### config.mk
export PLATFORM = sky130hd
export DESIGN_NAME = bounding_box_volume_and_mindist
export DESIGN_NICKNAME = d
export VERILOG_FILES = /design/src/design/bbv_pkg.sv /design/src/design/bbv_isqrt.sv /design/src/design/bounding_box_volume_and_mindist.sv
export SDC_FILE = /design/constraint.sdc
export NUM_CORES = 2
export LEC_CHECK = 0
export BUFFER_PORTS_ARGS = -buffer_cell sky130_fd_sc_hd__buf_4
export CORE_UTILIZATION = 65
export DETAILED_ROUTE_END_ITERATION = 8
export GPL_ROUTABILITY_DRIVEN = 0
export PLACE_DENSITY = 0.82
export SLEW_MARGIN = 20
export SYNTH_ARGS = -nofsm -noshare
export SYNTH_HDL_FRONTEND = slang
export SYNTH_HIERARCHICAL = 1
export SYNTH_SLANG_ARGS = --single-unit
### constraint.sdc
create_clock -name i_clk -period 24.1 [get_ports i_clk]
set_clock_uncertainty 0.15 [all_clocks]
set_input_delay 2.41 -clock i_clk [delete_from_list [all_inputs] [get_ports i_clk]]
set_output_delay 2.41 -clock i_clk [all_outputs]
set_load 0.005 [all_outputs]
### src/design/bbv_pkg.sv
// Shared types and constants for the bounding box volume and distance unit.
// Used by bbv_isqrt and bounding_box_volume_and_mindist; depends on nothing.
package bbv_pkg;

    localparam int DIMS     = 4;
    localparam int DIM_W    = (DIMS > 1) ? $clog2(DIMS) : 1;
    localparam int KIND_W   = 3;
    localparam int COORD_W  = 16;
    localparam int EXT_W    = 16;
    localparam int MUL_A_W  = 32;
    localparam int MUL_P_W  = MUL_A_W + EXT_W;
    localparam int VOL_W    = 63;
    localparam int DIST_W   = 18;
    localparam int SUM_W    = 2 * DIST_W;
    localparam int SQ_REM_W = DIST_W + 2;
    localparam int SQ_CNT_W = $clog2(DIST_W + 1);

    localparam logic [VOL_W-1:0] VOL_MAX = {VOL_W{1'b1}};

    typedef enum logic [KIND_W-1:0] {
        K_SET     = 3'd0,
        K_EXTEND  = 3'd1,
        K_ENLARGE = 3'd2,
        K_VOLUME  = 3'd3,
        K_DIST    = 3'd4
    } t_kind;

    typedef enum logic [2:0] {
        S_IDLE,
        S_CALC,
        S_MUL_LO,
        S_MUL_HI,
        S_ACC,
        S_SQRT,
        S_OUT
    } t_state;

    typedef struct packed {
        logic busy;
        logic done;
    } t_sqrt_stat;

endpackage

### src/design/bbv_isqrt.sv
// Bit-serial floor square root: one root bit per cycle, DIST_W root bits per run.
// Depends on bbv_pkg for widths and the status struct.
module bbv_isqrt (
    input  logic                          i_clk,
    input  logic                          i_rst_n,
    input  logic                          i_start,
    input  logic [bbv_pkg::SUM_W-1:0]     i_radicand,
    output logic [bbv_pkg::DIST_W-1:0]    o_root,
    output bbv_pkg::t_sqrt_stat           o_stat
);
    import bbv_pkg::*;

    logic [SUM_W-1:0]    r_x;
    logic [SQ_REM_W-1:0] r_rem;
    logic [DIST_W-1:0]   r_root;
    logic [SQ_CNT_W-1:0] r_cnt;
    logic                r_done;

    logic [SQ_REM_W+1:0] w_rem_sh;
    logic [SQ_REM_W+1:0] w_trial;
    logic [SQ_REM_W+1:0] w_diff;
    logic                w_ge;

    always_comb begin
        w_rem_sh = {r_rem, r_x[SUM_W-1 -: 2]};
        w_trial  = {2'b00, r_root, 2'b01};
        w_ge     = (w_rem_sh >= w_trial);
        w_diff   = w_rem_sh - w_trial;
    end

    always_ff @(posedge i_clk) begin
        if (!i_rst_n) begin
            r_cnt  <= '0;
            r_done <= 1'b0;
        end else begin
            r_done <= 1'b0;
            if (i_start) begin
                r_cnt <= SQ_CNT_W'(DIST_W);
            end else if (r_cnt != '0) begin
                r_cnt  <= r_cnt - 1'b1;
                r_done <= (r_cnt == SQ_CNT_W'(1));
            end
        end
    end

    always_ff @(posedge i_clk) begin
        if (i_start) begin
            r_x    <= i_radicand;
            r_rem  <= '0;
            r_root <= '0;
        end else if (r_cnt != '0) begin
            r_x    <= {r_x[SUM_W-3:0], 2'b00};
            r_rem  <= w_ge ? w_diff[SQ_REM_W-1:0] : w_rem_sh[SQ_REM_W-1:0];
            r_root <= {r_root[DIST_W-2:0], w_ge};
        end
    end

    assign o_root      = r_root;
    assign o_stat.busy = (r_cnt != '0);
    assign o_stat.done = r_done;

endmodule

### src/design/bounding_box_volume_and_mindist.sv
// Top level of the bounding box volume and point distance unit.
// Depends on bbv_pkg and bbv_isqrt.
//
//  channel   direction  handshake                   payload
//  --------  ---------  --------------------------  ----------------------------------
//  request   in         i_in_valid / o_in_stall     i_kind, i_low_coord, i_high_coord
//  result    out        o_out_valid / i_out_stall   o_volume, o_volume_saturated,
//                                                   o_distance
//
// Sequence: one request at a time. A volume-type request (set, extend, enlarged or
//   current volume) passes bounds read, compare, two halves of the 63x16 product
//   through one shared 32x16 multiplier, and accumulate. A distance request squares
//   its gap in a single multiply. The last request of a run adds the result
//   register, and for a distance run the bit-serial square root before it (18 root
//   bits, its done flag raised with the last).
// Reset: synchronous, active low; the bounds read as zero until written (one valid
//   bit per dimension), the run restarts at dimension 0 with a product of one.
// Stalls: a finished result waits in the output register; new requests are taken
//   meanwhile, and only a later result waits for that register to drain.
module bounding_box_volume_and_mindist (
    input  logic                                 i_clk,
    input  logic                                 i_rst_n,
    input  logic                                 i_in_valid,
    output logic                                 o_in_stall,
    input  logic [bbv_pkg::KIND_W-1:0]           i_kind,
    input  logic signed [bbv_pkg::COORD_W-1:0]   i_low_coord,
    input  logic signed [bbv_pkg::COORD_W-1:0]   i_high_coord,
    output logic                                 o_out_valid,
    input  logic                                 i_out_stall,
    output logic [bbv_pkg::VOL_W-1:0]            o_volume,
    output logic                                 o_volume_saturated,
    output logic [bbv_pkg::DIST_W-1:0]           o_distance
);
    import bbv_pkg::*;

    // ---------------------------------------------------------------- state
    t_state                      r_state, n_state;
    logic [DIM_W-1:0]            r_dim;
    t_kind                       r_run_kind;
    logic signed [COORD_W-1:0]   r_lo, r_hi, r_pt;

    // bounds memory: {lower, upper} per dimension, valid bits give reset value
    logic [2*COORD_W-1:0]        r_bounds_mem [DIMS];
    logic [DIMS-1:0]             r_bounds_vld;
    logic [2*COORD_W-1:0]        r_rd_data;
    logic                        r_rd_vld;

    logic [EXT_W-1:0]            r_ext;
    logic                        r_zero_ext;
    logic [MUL_P_W-1:0]          r_p_lo, r_p_hi;
    logic [VOL_W-1:0]            r_vp;
    logic                        r_ovf;
    logic [SUM_W-1:0]            r_sum;

    logic [VOL_W-1:0]            r_res_volume;
    logic                        r_res_sat;
    logic [DIST_W-1:0]           r_res_dist;

    logic                        r_out_valid;
    logic [VOL_W-1:0]            r_out_volume;
    logic                        r_out_sat;
    logic [DIST_W-1:0]           r_out_dist;

    // ---------------------------------------------------------------- wires
    logic                        w_accept;
    logic                        w_last;
    logic                        w_out_free;
    logic signed [COORD_W-1:0]   w_in_lo, w_in_hi;
    logic signed [COORD_W-1:0]   w_lb, w_ub, w_nl, w_nu;
    logic signed [COORD_W:0]     w_diff;
    logic [EXT_W-1:0]            w_ext;
    logic                        w_wr_en;
    logic [2*COORD_W-1:0]        w_wr_data;
    logic [MUL_A_W-1:0]          w_mul_a;
    logic [MUL_P_W-1:0]          w_mul_p;
    logic [MUL_P_W-1:0]          w_upper;
    logic                        w_prod_ovf;
    logic [VOL_W-1:0]            w_vp_new;
    logic                        w_ovf_new;
    logic [SUM_W-1:0]            w_sum_new;
    logic                        w_is_vol;
    logic                        w_sqrt_start;
    logic [DIST_W-1:0]           w_sqrt_root;
    t_sqrt_stat                  w_sqrt_stat;

    assign w_accept   = i_in_valid && !o_in_stall;
    assign o_in_stall = (r_state != S_IDLE);
    assign w_last     = (r_dim == DIM_W'(DIMS - 1));
    assign w_out_free = !r_out_valid || !i_out_stall;

    // order the incoming interval so lower never exceeds upper
    assign w_in_lo = (i_low_coord > i_high_coord) ? i_high_coord : i_low_coord;
    assign w_in_hi = (i_low_coord > i_high_coord) ? i_low_coord : i_high_coord;

    always_comb begin
        case (r_run_kind) inside
            K_SET, K_EXTEND, K_ENLARGE, K_VOLUME: w_is_vol = 1'b1;
            default:                              w_is_vol = 1'b0;
        endcase
    end

    // ---------------------------------------------------------------- compare stage
    always_comb begin
        w_lb      = r_rd_vld ? $signed(r_rd_data[2*COORD_W-1:COORD_W]) : '0;
        w_ub      = r_rd_vld ? $signed(r_rd_data[COORD_W-1:0])         : '0;
        w_nl      = (w_lb < r_lo) ? w_lb : r_lo;
        w_nu      = (w_ub > r_hi) ? w_ub : r_hi;
        w_diff    = '0;
        w_wr_en   = 1'b0;
        w_wr_data = {w_nl, w_nu};
        case (r_run_kind)
            K_SET: begin
                w_wr_en   = 1'b1;
                w_wr_data = {r_lo, r_hi};
                w_diff    = {r_hi[COORD_W-1], r_hi} - {r_lo[COORD_W-1], r_lo};
            end
            K_EXTEND: begin
                w_wr_en = 1'b1;
                w_diff  = {w_nu[COORD_W-1], w_nu} - {w_nl[COORD_W-1], w_nl};
            end
            K_ENLARGE: begin
                w_diff = {w_nu[COORD_W-1], w_nu} - {w_nl[COORD_W-1], w_nl};
            end
            K_VOLUME: begin
                w_diff = {w_ub[COORD_W-1], w_ub} - {w_lb[COORD_W-1], w_lb};
            end
            K_DIST: begin
                // gap from the point to the interval, zero inside
                if (r_pt < w_lb) begin
                    w_diff = {w_lb[COORD_W-1], w_lb} - {r_pt[COORD_W-1], r_pt};
                end else if (r_pt > w_ub) begin
                    w_diff = {r_pt[COORD_W-1], r_pt} - {w_ub[COORD_W-1], w_ub};
                end else begin
                    w_diff = '0;
                end
            end
            default: begin
                w_diff = '0;
            end
        endcase
        w_ext = w_diff[EXT_W-1:0];
    end

    // ---------------------------------------------------------------- shared multiplier
    always_comb begin
        if (r_state == S_MUL_HI) begin
            w_mul_a = MUL_A_W'(r_vp[VOL_W-1:MUL_A_W]);
        end else if (r_run_kind == K_DIST) begin
            w_mul_a = MUL_A_W'(r_ext);
        end else begin
            w_mul_a = r_vp[MUL_A_W-1:0];
        end
        w_mul_p = MUL_P_W'(w_mul_a) * MUL_P_W'(r_ext);
    end

    // ---------------------------------------------------------------- accumulate stage
    always_comb begin
        w_upper    = r_p_hi + MUL_P_W'(r_p_lo[MUL_P_W-1:MUL_A_W]);
        w_prod_ovf = |w_upper[MUL_P_W-1:VOL_W-MUL_A_W];
        w_sum_new  = r_sum + SUM_W'(r_p_lo[MUL_A_W-1:0]);
        if (r_zero_ext) begin
            // a zero factor makes the true product zero
            w_vp_new  = '0;
            w_ovf_new = 1'b0;
        end else if (w_prod_ovf) begin
            w_vp_new  = VOL_MAX;
            w_ovf_new = 1'b1;
        end else begin
            w_vp_new  = {w_upper[VOL_W-MUL_A_W-1:0], r_p_lo[MUL_A_W-1:0]};
            w_ovf_new = r_ovf;
        end
    end

    assign w_sqrt_start = (r_state == S_ACC) && w_last && (r_run_kind == K_DIST);

    bbv_isqrt u_isqrt (
        .i_clk      (i_clk),
        .i_rst_n    (i_rst_n),
        .i_start    (w_sqrt_start),
        .i_radicand (w_sum_new),
        .o_root     (w_sqrt_root),
        .o_stat     (w_sqrt_stat)
    );

    // ---------------------------------------------------------------- sequencer
    always_comb begin
        n_state = r_state;
        unique case (r_state)
            S_IDLE:   if (w_accept) n_state = S_CALC;
            S_CALC:   n_state = S_MUL_LO;
            S_MUL_LO: n_state = (r_run_kind == K_DIST) ? S_ACC : S_MUL_HI;
            S_MUL_HI: n_state = S_ACC;
            S_ACC: begin
                if (!w_last) begin
                    n_state = S_IDLE;
                end else if (w_is_vol) begin
                    n_state = S_OUT;
                end else if (r_run_kind == K_DIST) begin
                    n_state = S_SQRT;
                end else begin
                    n_state = S_IDLE;
                end
            end
            S_SQRT:   if (w_sqrt_stat.done) n_state = S_OUT;
            S_OUT:    if (w_out_free) n_state = S_IDLE;
            default:  n_state = S_IDLE;
        endcase
    end

    always_ff @(posedge i_clk) begin
        if (!i_rst_n) begin
            r_state <= S_IDLE;
        end else begin
            r_state <= n_state;
        end
    end

    // run control: dimension counter, product, overflow flag, gap sum
    always_ff @(posedge i_clk) begin
        if (!i_rst_n) begin
            r_dim <= '0;
            r_vp  <= VOL_W'(1);
            r_ovf <= 1'b0;
            r_sum <= '0;
        end else if (r_state == S_ACC) begin
            if (w_last) begin
                // drop the run state; the result is held separately
                r_dim <= '0;
                r_vp  <= VOL_W'(1);
                r_ovf <= 1'b0;
                r_sum <= '0;
            end else begin
                r_dim <= r_dim + 1'b1;
                if (w_is_vol) begin
                    r_vp  <= w_vp_new;
                    r_ovf <= w_ovf_new;
                end else if (r_run_kind == K_DIST) begin
                    r_sum <= w_sum_new;
                end
            end
        end
    end

    // request capture and datapath registers
    always_ff @(posedge i_clk) begin
        if (w_accept) begin
            if (r_dim == '0) begin
                r_run_kind <= t_kind'(i_kind);
            end
            r_lo      <= w_in_lo;
            r_hi      <= w_in_hi;
            r_pt      <= i_low_coord;
            r_rd_data <= r_bounds_mem[r_dim];
            r_rd_vld  <= r_bounds_vld[r_dim];
        end
        if (r_state == S_CALC) begin
            r_ext      <= w_ext;
            r_zero_ext <= (w_ext == '0);
        end
        if (r_state == S_MUL_LO) begin
            r_p_lo <= w_mul_p;
        end
        if (r_state == S_MUL_HI) begin
            r_p_hi <= w_mul_p;
        end
        if ((r_state == S_ACC) && w_last) begin
            r_res_volume <= w_is_vol ? w_vp_new  : '0;
            r_res_sat    <= w_is_vol ? w_ovf_new : 1'b0;
            r_res_dist   <= '0;
        end
        if ((r_state == S_SQRT) && w_sqrt_stat.done) begin
            r_res_dist <= w_sqrt_root;
        end
    end

    // write back updated bounds
    always_ff @(posedge i_clk) begin
        if ((r_state == S_CALC) && w_wr_en) begin
            r_bounds_mem[r_dim] <= w_wr_data;
        end
    end

    always_ff @(posedge i_clk) begin
        if (!i_rst_n) begin
            r_bounds_vld <= '0;
        end else if ((r_state == S_CALC) && w_wr_en) begin
            r_bounds_vld[r_dim] <= 1'b1;
        end
    end

    // ---------------------------------------------------------------- output register
    always_ff @(posedge i_clk) begin
        if (!i_rst_n) begin
            r_out_valid <= 1'b0;
        end else if ((r_state == S_OUT) && w_out_free) begin
            r_out_valid <= 1'b1;
        end else if (w_out_free) begin
            r_out_valid <= 1'b0;
        end
    end

    always_ff @(posedge i_clk) begin
        if ((r_state == S_OUT) && w_out_free) begin
            r_out_volume <= r_res_volume;
            r_out_sat    <= r_res_sat;
            r_out_dist   <= r_res_dist;
        end
    end

    assign o_out_valid        = r_out_valid;
    assign o_volume           = r_out_volume;
    assign o_volume_saturated = r_out_sat;
    assign o_distance         = r_out_dist;

    // ---------------------------------------------------------------- checks
    a_ovf_means_max: assert property (@(posedge i_clk) disable iff (!i_rst_n)
        r_ovf |-> (r_vp == VOL_MAX))
        else $error("overflow flag set without a saturated product");

    a_sat_result_max: assert property (@(posedge i_clk) disable iff (!i_rst_n)
        (o_out_valid && o_volume_saturated) |-> (o_volume == VOL_MAX))
        else $error("saturated result without maximum volume");

    a_dist_no_volume: assert property (@(posedge i_clk) disable iff (!i_rst_n)
        (o_out_valid && (o_distance != '0)) |-> ((o_volume == '0) && !o_volume_saturated))
        else $error("distance result carries a volume");

    a_accept_to_calc: assert property (@(posedge i_clk) disable iff (!i_rst_n)
        w_accept |=> (r_state == S_CALC))
        else $error("accepted request did not advance to the compare stage");

    a_sqrt_alive: assert property (@(posedge i_clk) disable iff (!i_rst_n)
        (r_state == S_SQRT) |-> (w_sqrt_stat.busy || w_sqrt_stat.done))
        else $error("waiting on an idle square root unit");

endmodule

Word-level counts from Yosys, hierarchy flattened --
Memories as Yosys holds them, arrays and structs flattened. A register that Yosys moved wholly into a read port is not among the register bits. Index checks and enable logic that the tools add are counted.
Word-level totals: bits in registers 519, memory bits (writable) 128, input port bits 39, output and inout port bits 84, logic and storage cells 148, memories 1
Memories:
- r_bounds_mem | depth 4, width 32, rd ports 1, clocked after memory_dff 1, wr ports 1, RTL line bounding_box_volume_and_mindist.sv:43 | logic [2*COORD_W-1:0] r_bounds_mem [DIMS];
Cells by class: $add $sub $neg 10, multipliers 1, order comparisons 8, equality and inequality tests 16, muxes and demuxes 49, bitwise gates (word level) 3, reductions and logical operators 32
Operator list (number):
- $mux W63 | 4
- $mux W36 | 5
- $mux W16 | 8
- $mux W32 | 3
- $sub A16 B16 Y16 | 5
- $pmux W16 S4 | 1
- $add A48 B16 Y48 | 1
- $gt A16 B16 Y1 | 3
- $mul A32 B16 Y48 | 1
- $add A36 B32 Y36 | 1
- $mux W18 | 2
- $lt A16 B16 Y1 | 2
- $ge A22 B20 Y1 | 1
- $mux W3 | 7
- $pmux W3 S7 | 1
- $mux W20 | 1
- $sub A20 B20 Y20 | 1
- $reduce_or A17 Y1 | 1
- $logic_not A16 Y1 | 1
- $eq A3 B2 Y1 const B | 4
- $eq A3 B3 Y1 const B | 4
- $mux W1 | 12
- $mux W5 | 2
- $reduce_bool A2 Y1 | 5
- 26 further kinds | 43

Depth between registers and ports, before layout --
depth after elaboration 6, mapped depth 32, mapped depth without buffers 28

Modules after synthesis --
Netlist, hierarchy kept.
Modules (own cells, without submodules):
- bounding_box_volume_and_mindist | times used 1, cells each 4463, area each 46355.7 µm², sequential area each 16886.2 µm²
- bbv_isqrt | times used 1, cells each 462, area each 4381.7 µm², sequential area each 1961.9 µm²

Worst setup path after synthesis --
Ideal clock, no wire load.
path type register to register, from register r_state[1], to register r_p_hi[41], data pin, library setup time 263 ps, arrival time 8854 ps, required time 23687 ps, setup slack 14833 ps, cell stages (with the launch flop) 29, path buffers 5, clock period less this slack 9267 ps, cells stage by stage dfxtp_1 clkbuf_1 and3b_1 clkbuf_1 clkbuf_1 clkbuf_1 a22o_1 clkbuf_1 nand2_1 fa_1 fa_1 fa_1 inv_1 fa_1 fa_1 inv_1 fa_1 inv_1 ha_1 and3_1 a221o_1 a21o_1 a221oi_1 o21ai_0 a31o_2 a21oi_1 o21bai_1 a21oi_1 xnor2_1
On the way: cells in the longest elaborated chain, start to end 3
RTL lines:
- from (decl) | RTL line bounding_box_volume_and_mindist.sv:37 | t_state r_state, n_state;
- from (signal assigned) | RTL line bounding_box_volume_and_mindist.sv:214 | r_state <= n_state;
- $eq A3 B2 Y1 | RTL line bounding_box_volume_and_mindist.sv:146 | if (r_state == S_MUL_HI) begin
- $mux W32 | RTL line bounding_box_volume_and_mindist.sv:146
- $mul A32 B16 Y48 | RTL line bounding_box_volume_and_mindist.sv:153 | w_mul_p = MUL_P_W'(w_mul_a) * MUL_P_W'(r_ext);
- net w_mul_p[41] | RTL line bounding_box_volume_and_mindist.sv:75 | logic [MUL_P_W-1:0] w_mul_p;
- to (signal assigned) | RTL line bounding_box_volume_and_mindist.sv:264 | r_p_hi <= w_mul_p;
- to (decl) | RTL line bounding_box_volume_and_mindist.sv:50 | logic [MUL_P_W-1:0] r_p_lo, r_p_hi;
The timed path passes the listed nets, and every way through them passes these cells. A chain may end at the register's enable or synchronous reset.

Worst setup path in the final report --
from register r_run_kind[2], to register r_p_hi[46], data pin
On the way: cells in the longest elaborated chain, start to end 4
RTL lines:
- from (decl) | RTL line bounding_box_volume_and_mindist.sv:39 | t_kind r_run_kind;
- from (signal assigned) | RTL line bounding_box_volume_and_mindist.sv:248 | r_run_kind <= t_kind'(i_kind);
- $eq A3 B3 Y1 | RTL line bounding_box_volume_and_mindist.sv:148 | end else if (r_run_kind == K_DIST) begin
- $mux W32 | RTL line bounding_box_volume_and_mindist.sv:148
- $mux W32 | RTL line bounding_box_volume_and_mindist.sv:146
- $mul A32 B16 Y48 | RTL line bounding_box_volume_and_mindist.sv:153
- net w_mul_p[46] | RTL line bounding_box_volume_and_mindist.sv:75
The timed path passes the listed nets, and every way through them passes these cells.

==> out/qor.yml <==
io_pins: 123
slew_headroom_pct: 27.1
place_hpwl_mm: 95.7
status: "completed"
track_usage_pct: 34.4
synth_compound_area_share_pct: 11.9
grt_max_degree: 80
fin_crit_sh_pct: 38.9
clock_sinks: 679
synth.cell_area_um2: 50700
port_buffers: 122
cts_hold_buffers: 0
worstPathMaxFanout: 26
clk_pin_slew_ns: 0.06
setup_viol: 0
reg2reg_slack_ns: 14.71
clock_latency_ns: 0.62
cts_max_path_buffers: 3
synthMuxAreaShare_pct: 3.48
synth_fa_ha_area_share_pct: 24.6
final_hold_viol_count: 0
yosysMostFrequentCell: "inv_1"
synth_seq_cells: 679
grt_pass1_vias: 37900
hp-start: "r_res_dist[12]"
synth_flop_cell: "edfxtp_1"
numCtsBuffers: 67
syn2layout_area_growth_pct: 8.25
ir_drop_uv: 158
final_nets: 5746
cts_tree: "built"
die_x_um: 281
yosys-top-cells-area: "edfxtp_1 (31%), fa_1 (17%), ha_1 (7.8%)"
drt_iter0_drc: 3425
yosysTopAreaCellShare_pct: 31.1
max-cap-violations: 0
postCtsResizedCells: 0
core_um2: 77300
clockRootBuffer: "clkbuf_16"
ys_warn_count: 6
post_drt_wl_per_cell_um: 21.9
leakage_nw: 23.3
synth_top_cell_by_area: "edfxtp_1"
regToRegEndpoint: "r_p_hi[46]"
instances_no_fill: 6060
synth-simple-area-share_pct: 13.6
seq_area_frac_synth_pct: 37.1
r2r-start: "r_run_kind[2]"
holdPathEnd: "o_distance[12]"
firstDrtPassIters: 6
syn-mean-instance-area_um2: 10.3
grt_pass1_wl_mm: 209
die_area_um2: 79200
fp-row-count: 102
worst_hold_path_type: "flip-flop to flip-flop"
synth_edf_count: 525
crit_required_ns: 24.29
start_util_pct: 65.6
place_inst: 5935
worst_slew_pin_slew_ns: 1.09
rsz0062_at_grt: "false"
dieHeight_um: 281
postSynthCellCount: 4925
synth_xor_area_share_pct: 3.09
synth_cell_types: 91
cp.arrival_ns: 9.57
vias_per_cell: 6.24
tns_ns: 0
synthArstFlopShare_pct: 0
ant_nets: 0
post-cts-setup-buffers: 0
min_path_cells: 0
synthTopCellsByCount: "inv_1 (604), nand2_1 (575), edfxtp_1 (525)"
r2r_cells: 27
wl_mm: 132
grt_antenna_before_repair: 3
htreeDepth: 3
grt-ovfl-total: 0
p_per_area_nw_per_um2: 94.0
maxSlewViolCount: 0
fmax_mhz: 107
worst_setup_path_end_kind: "flip-flop"
drcViolationCount: 0
vias: 37800
syn-num-nets: 5707
synth_top_family_by_area: "adder cells"
fin_crit_ns: 9.39
layout-drive-gt1-share_pct: 8.93
worstSetupStartpointType: "flip-flop"
critical_path_class: "flip-flop to flip-flop"
-- state kept, by name, indices dropped and copies added, names as in the netlist, 20 cells and up --
register and count:
r_sum 36, r_rd_data 32, r_vp 63, r_bounds_mem 128, r_p_lo 48, r_res_volume 63, r_p_hi 48, u_isqrt/r_rem 20
u_isqrt/r_x 36, o_volume 63
-- where the power goes --
group / switching, mW / leakage [nW] / internal (mW)
clock network: 0.454 / 1.08 / 0.610
logic: 1.57 / 16.1 / 0.912
registers: 0.0920 / 6.12 / 1.52
total: 2.12 / 23.3 / 3.05
-- per-layer routing --
layer	routed length, um	vias to the layer above	GRT usage, %
met2	62500	2013	55.6
met5	0	-	0
met4	7600	0	18.0
met3	11900	449	5.59
met1	50500	18500	44.9
li1	-	16800	-
-- worst max-delay path: stages, from the launching register on --
cell	delay, ns
edfxtp_1	0.67
clkinv_1	0.40
nor2_1	0.34
nor2_1	0.19
nor2_2	0.11
buf_4	0.33
a22o_1	0.65
nand2_1	0.17
fa_1	0.53
fa_1	0.52
fa_1	0.51
inv_1	0.05
fa_1	0.49
fa_1	0.49
inv_1	0.05
fa_1	0.49
inv_1	0.05
ha_1	0.36
and3_1	0.22
and3_1	0.17
a21bo_2	0.21
o21bai_1	0.44
a31oi_1	0.26
o311ai_0	0.34
o21ai_0	0.26
o31ai_1	0.37
o41ai_1	0.13
xnor2_1	0.16
-- cell usage in the layout (no fill, tap or decap), types with 25 or more instances in the layout --
master / netlist / final
a31oi_1: 27 / 27
o211ai_1: 31 / 31
and2_1: 252 / 251
mux2_2: 67 / 67
buf_4: 2 / 191
ha_1: 318 / 318
and3_1: 33 / 33
nor3_1: 65 / 64
inv_1: 604 / 602
o21bai_1: 25 / 25
xnor2_1: 105 / 105
nand4_1: 34 / 34
a21boi_0: 49 / 49
o21a_1: 59 / 59
fa_1: 425 / 425
dfxtp_1: 154 / 153
nand3_1: 60 / 60
nand2_1: 575 / 575
nor2b_1: 58 / 58
a22oi_1: 31 / 31
a211oi_1: 27 / 27
mux4_2: 33 / 33
a21oi_1: 262 / 259
nor2_1: 252 / 248
a21o_1: 88 / 88
mux2i_1: 27 / 26
xor2_1: 74 / 74
edfxtp_1: 525 / 525
clkbuf_16: 0 / 70
o21ai_0: 176 / 163
-- final cells by class --
| class | count | area, um^2 |
|---|---|---|
| multi-input combinational | 3419 | 28800 |
| fill | 5511 | 22400 |
| clock buffer | 93 | 1890 |
| sequential | 679 | 18800 |
| inverter | 606 | 2270 |
| antenna | 1 | 2.50 |
| timing repair buffer | 191 | 1430 |
| clock inverter | 31 | 339 |
| tap | 1040 | 1300 |
-- logic make-up after synthesis --
group	Yosys count
flops	679
compound gates	924
xor+xnor	179
fa+ha+maj	743
buf+inv	827
mux	127
simple gates	1446
-- how the worst max path moves through the flow --
stage	startpoint	end	slack, ns
floorplan	r_state[1]	r_p_hi[41]	14.83
detailed placement	r_run_kind[2]	r_p_hi[46]	14.89
finish	r_run_kind[2]	r_p_hi[46]	14.71
global placement	r_state[2]	r_p_hi[41]	15.07
CTS	r_run_kind[2]	r_p_hi[46]	14.86
global route	r_run_kind[2]	r_p_hi[46]	14.17
-- metrics by stage --
stage	hold WS (ns)	area, um^2	worst slack [ns]	total power [mW]	util (%)
after floorplan	0.250	50700	14.83	3.33	-
after CTS	0.263	54900	14.86	5.12	71.0
final	0.261	54900	14.71	5.16	71.0
after global placement	0.251	52700	15.07	3.98	68.1
after detailed placement	0.255	52700	14.89	4.04	68.1
after global routing	0.267	54900	14.17	5.47	71.0
Power figures use the tool's default switching activity.
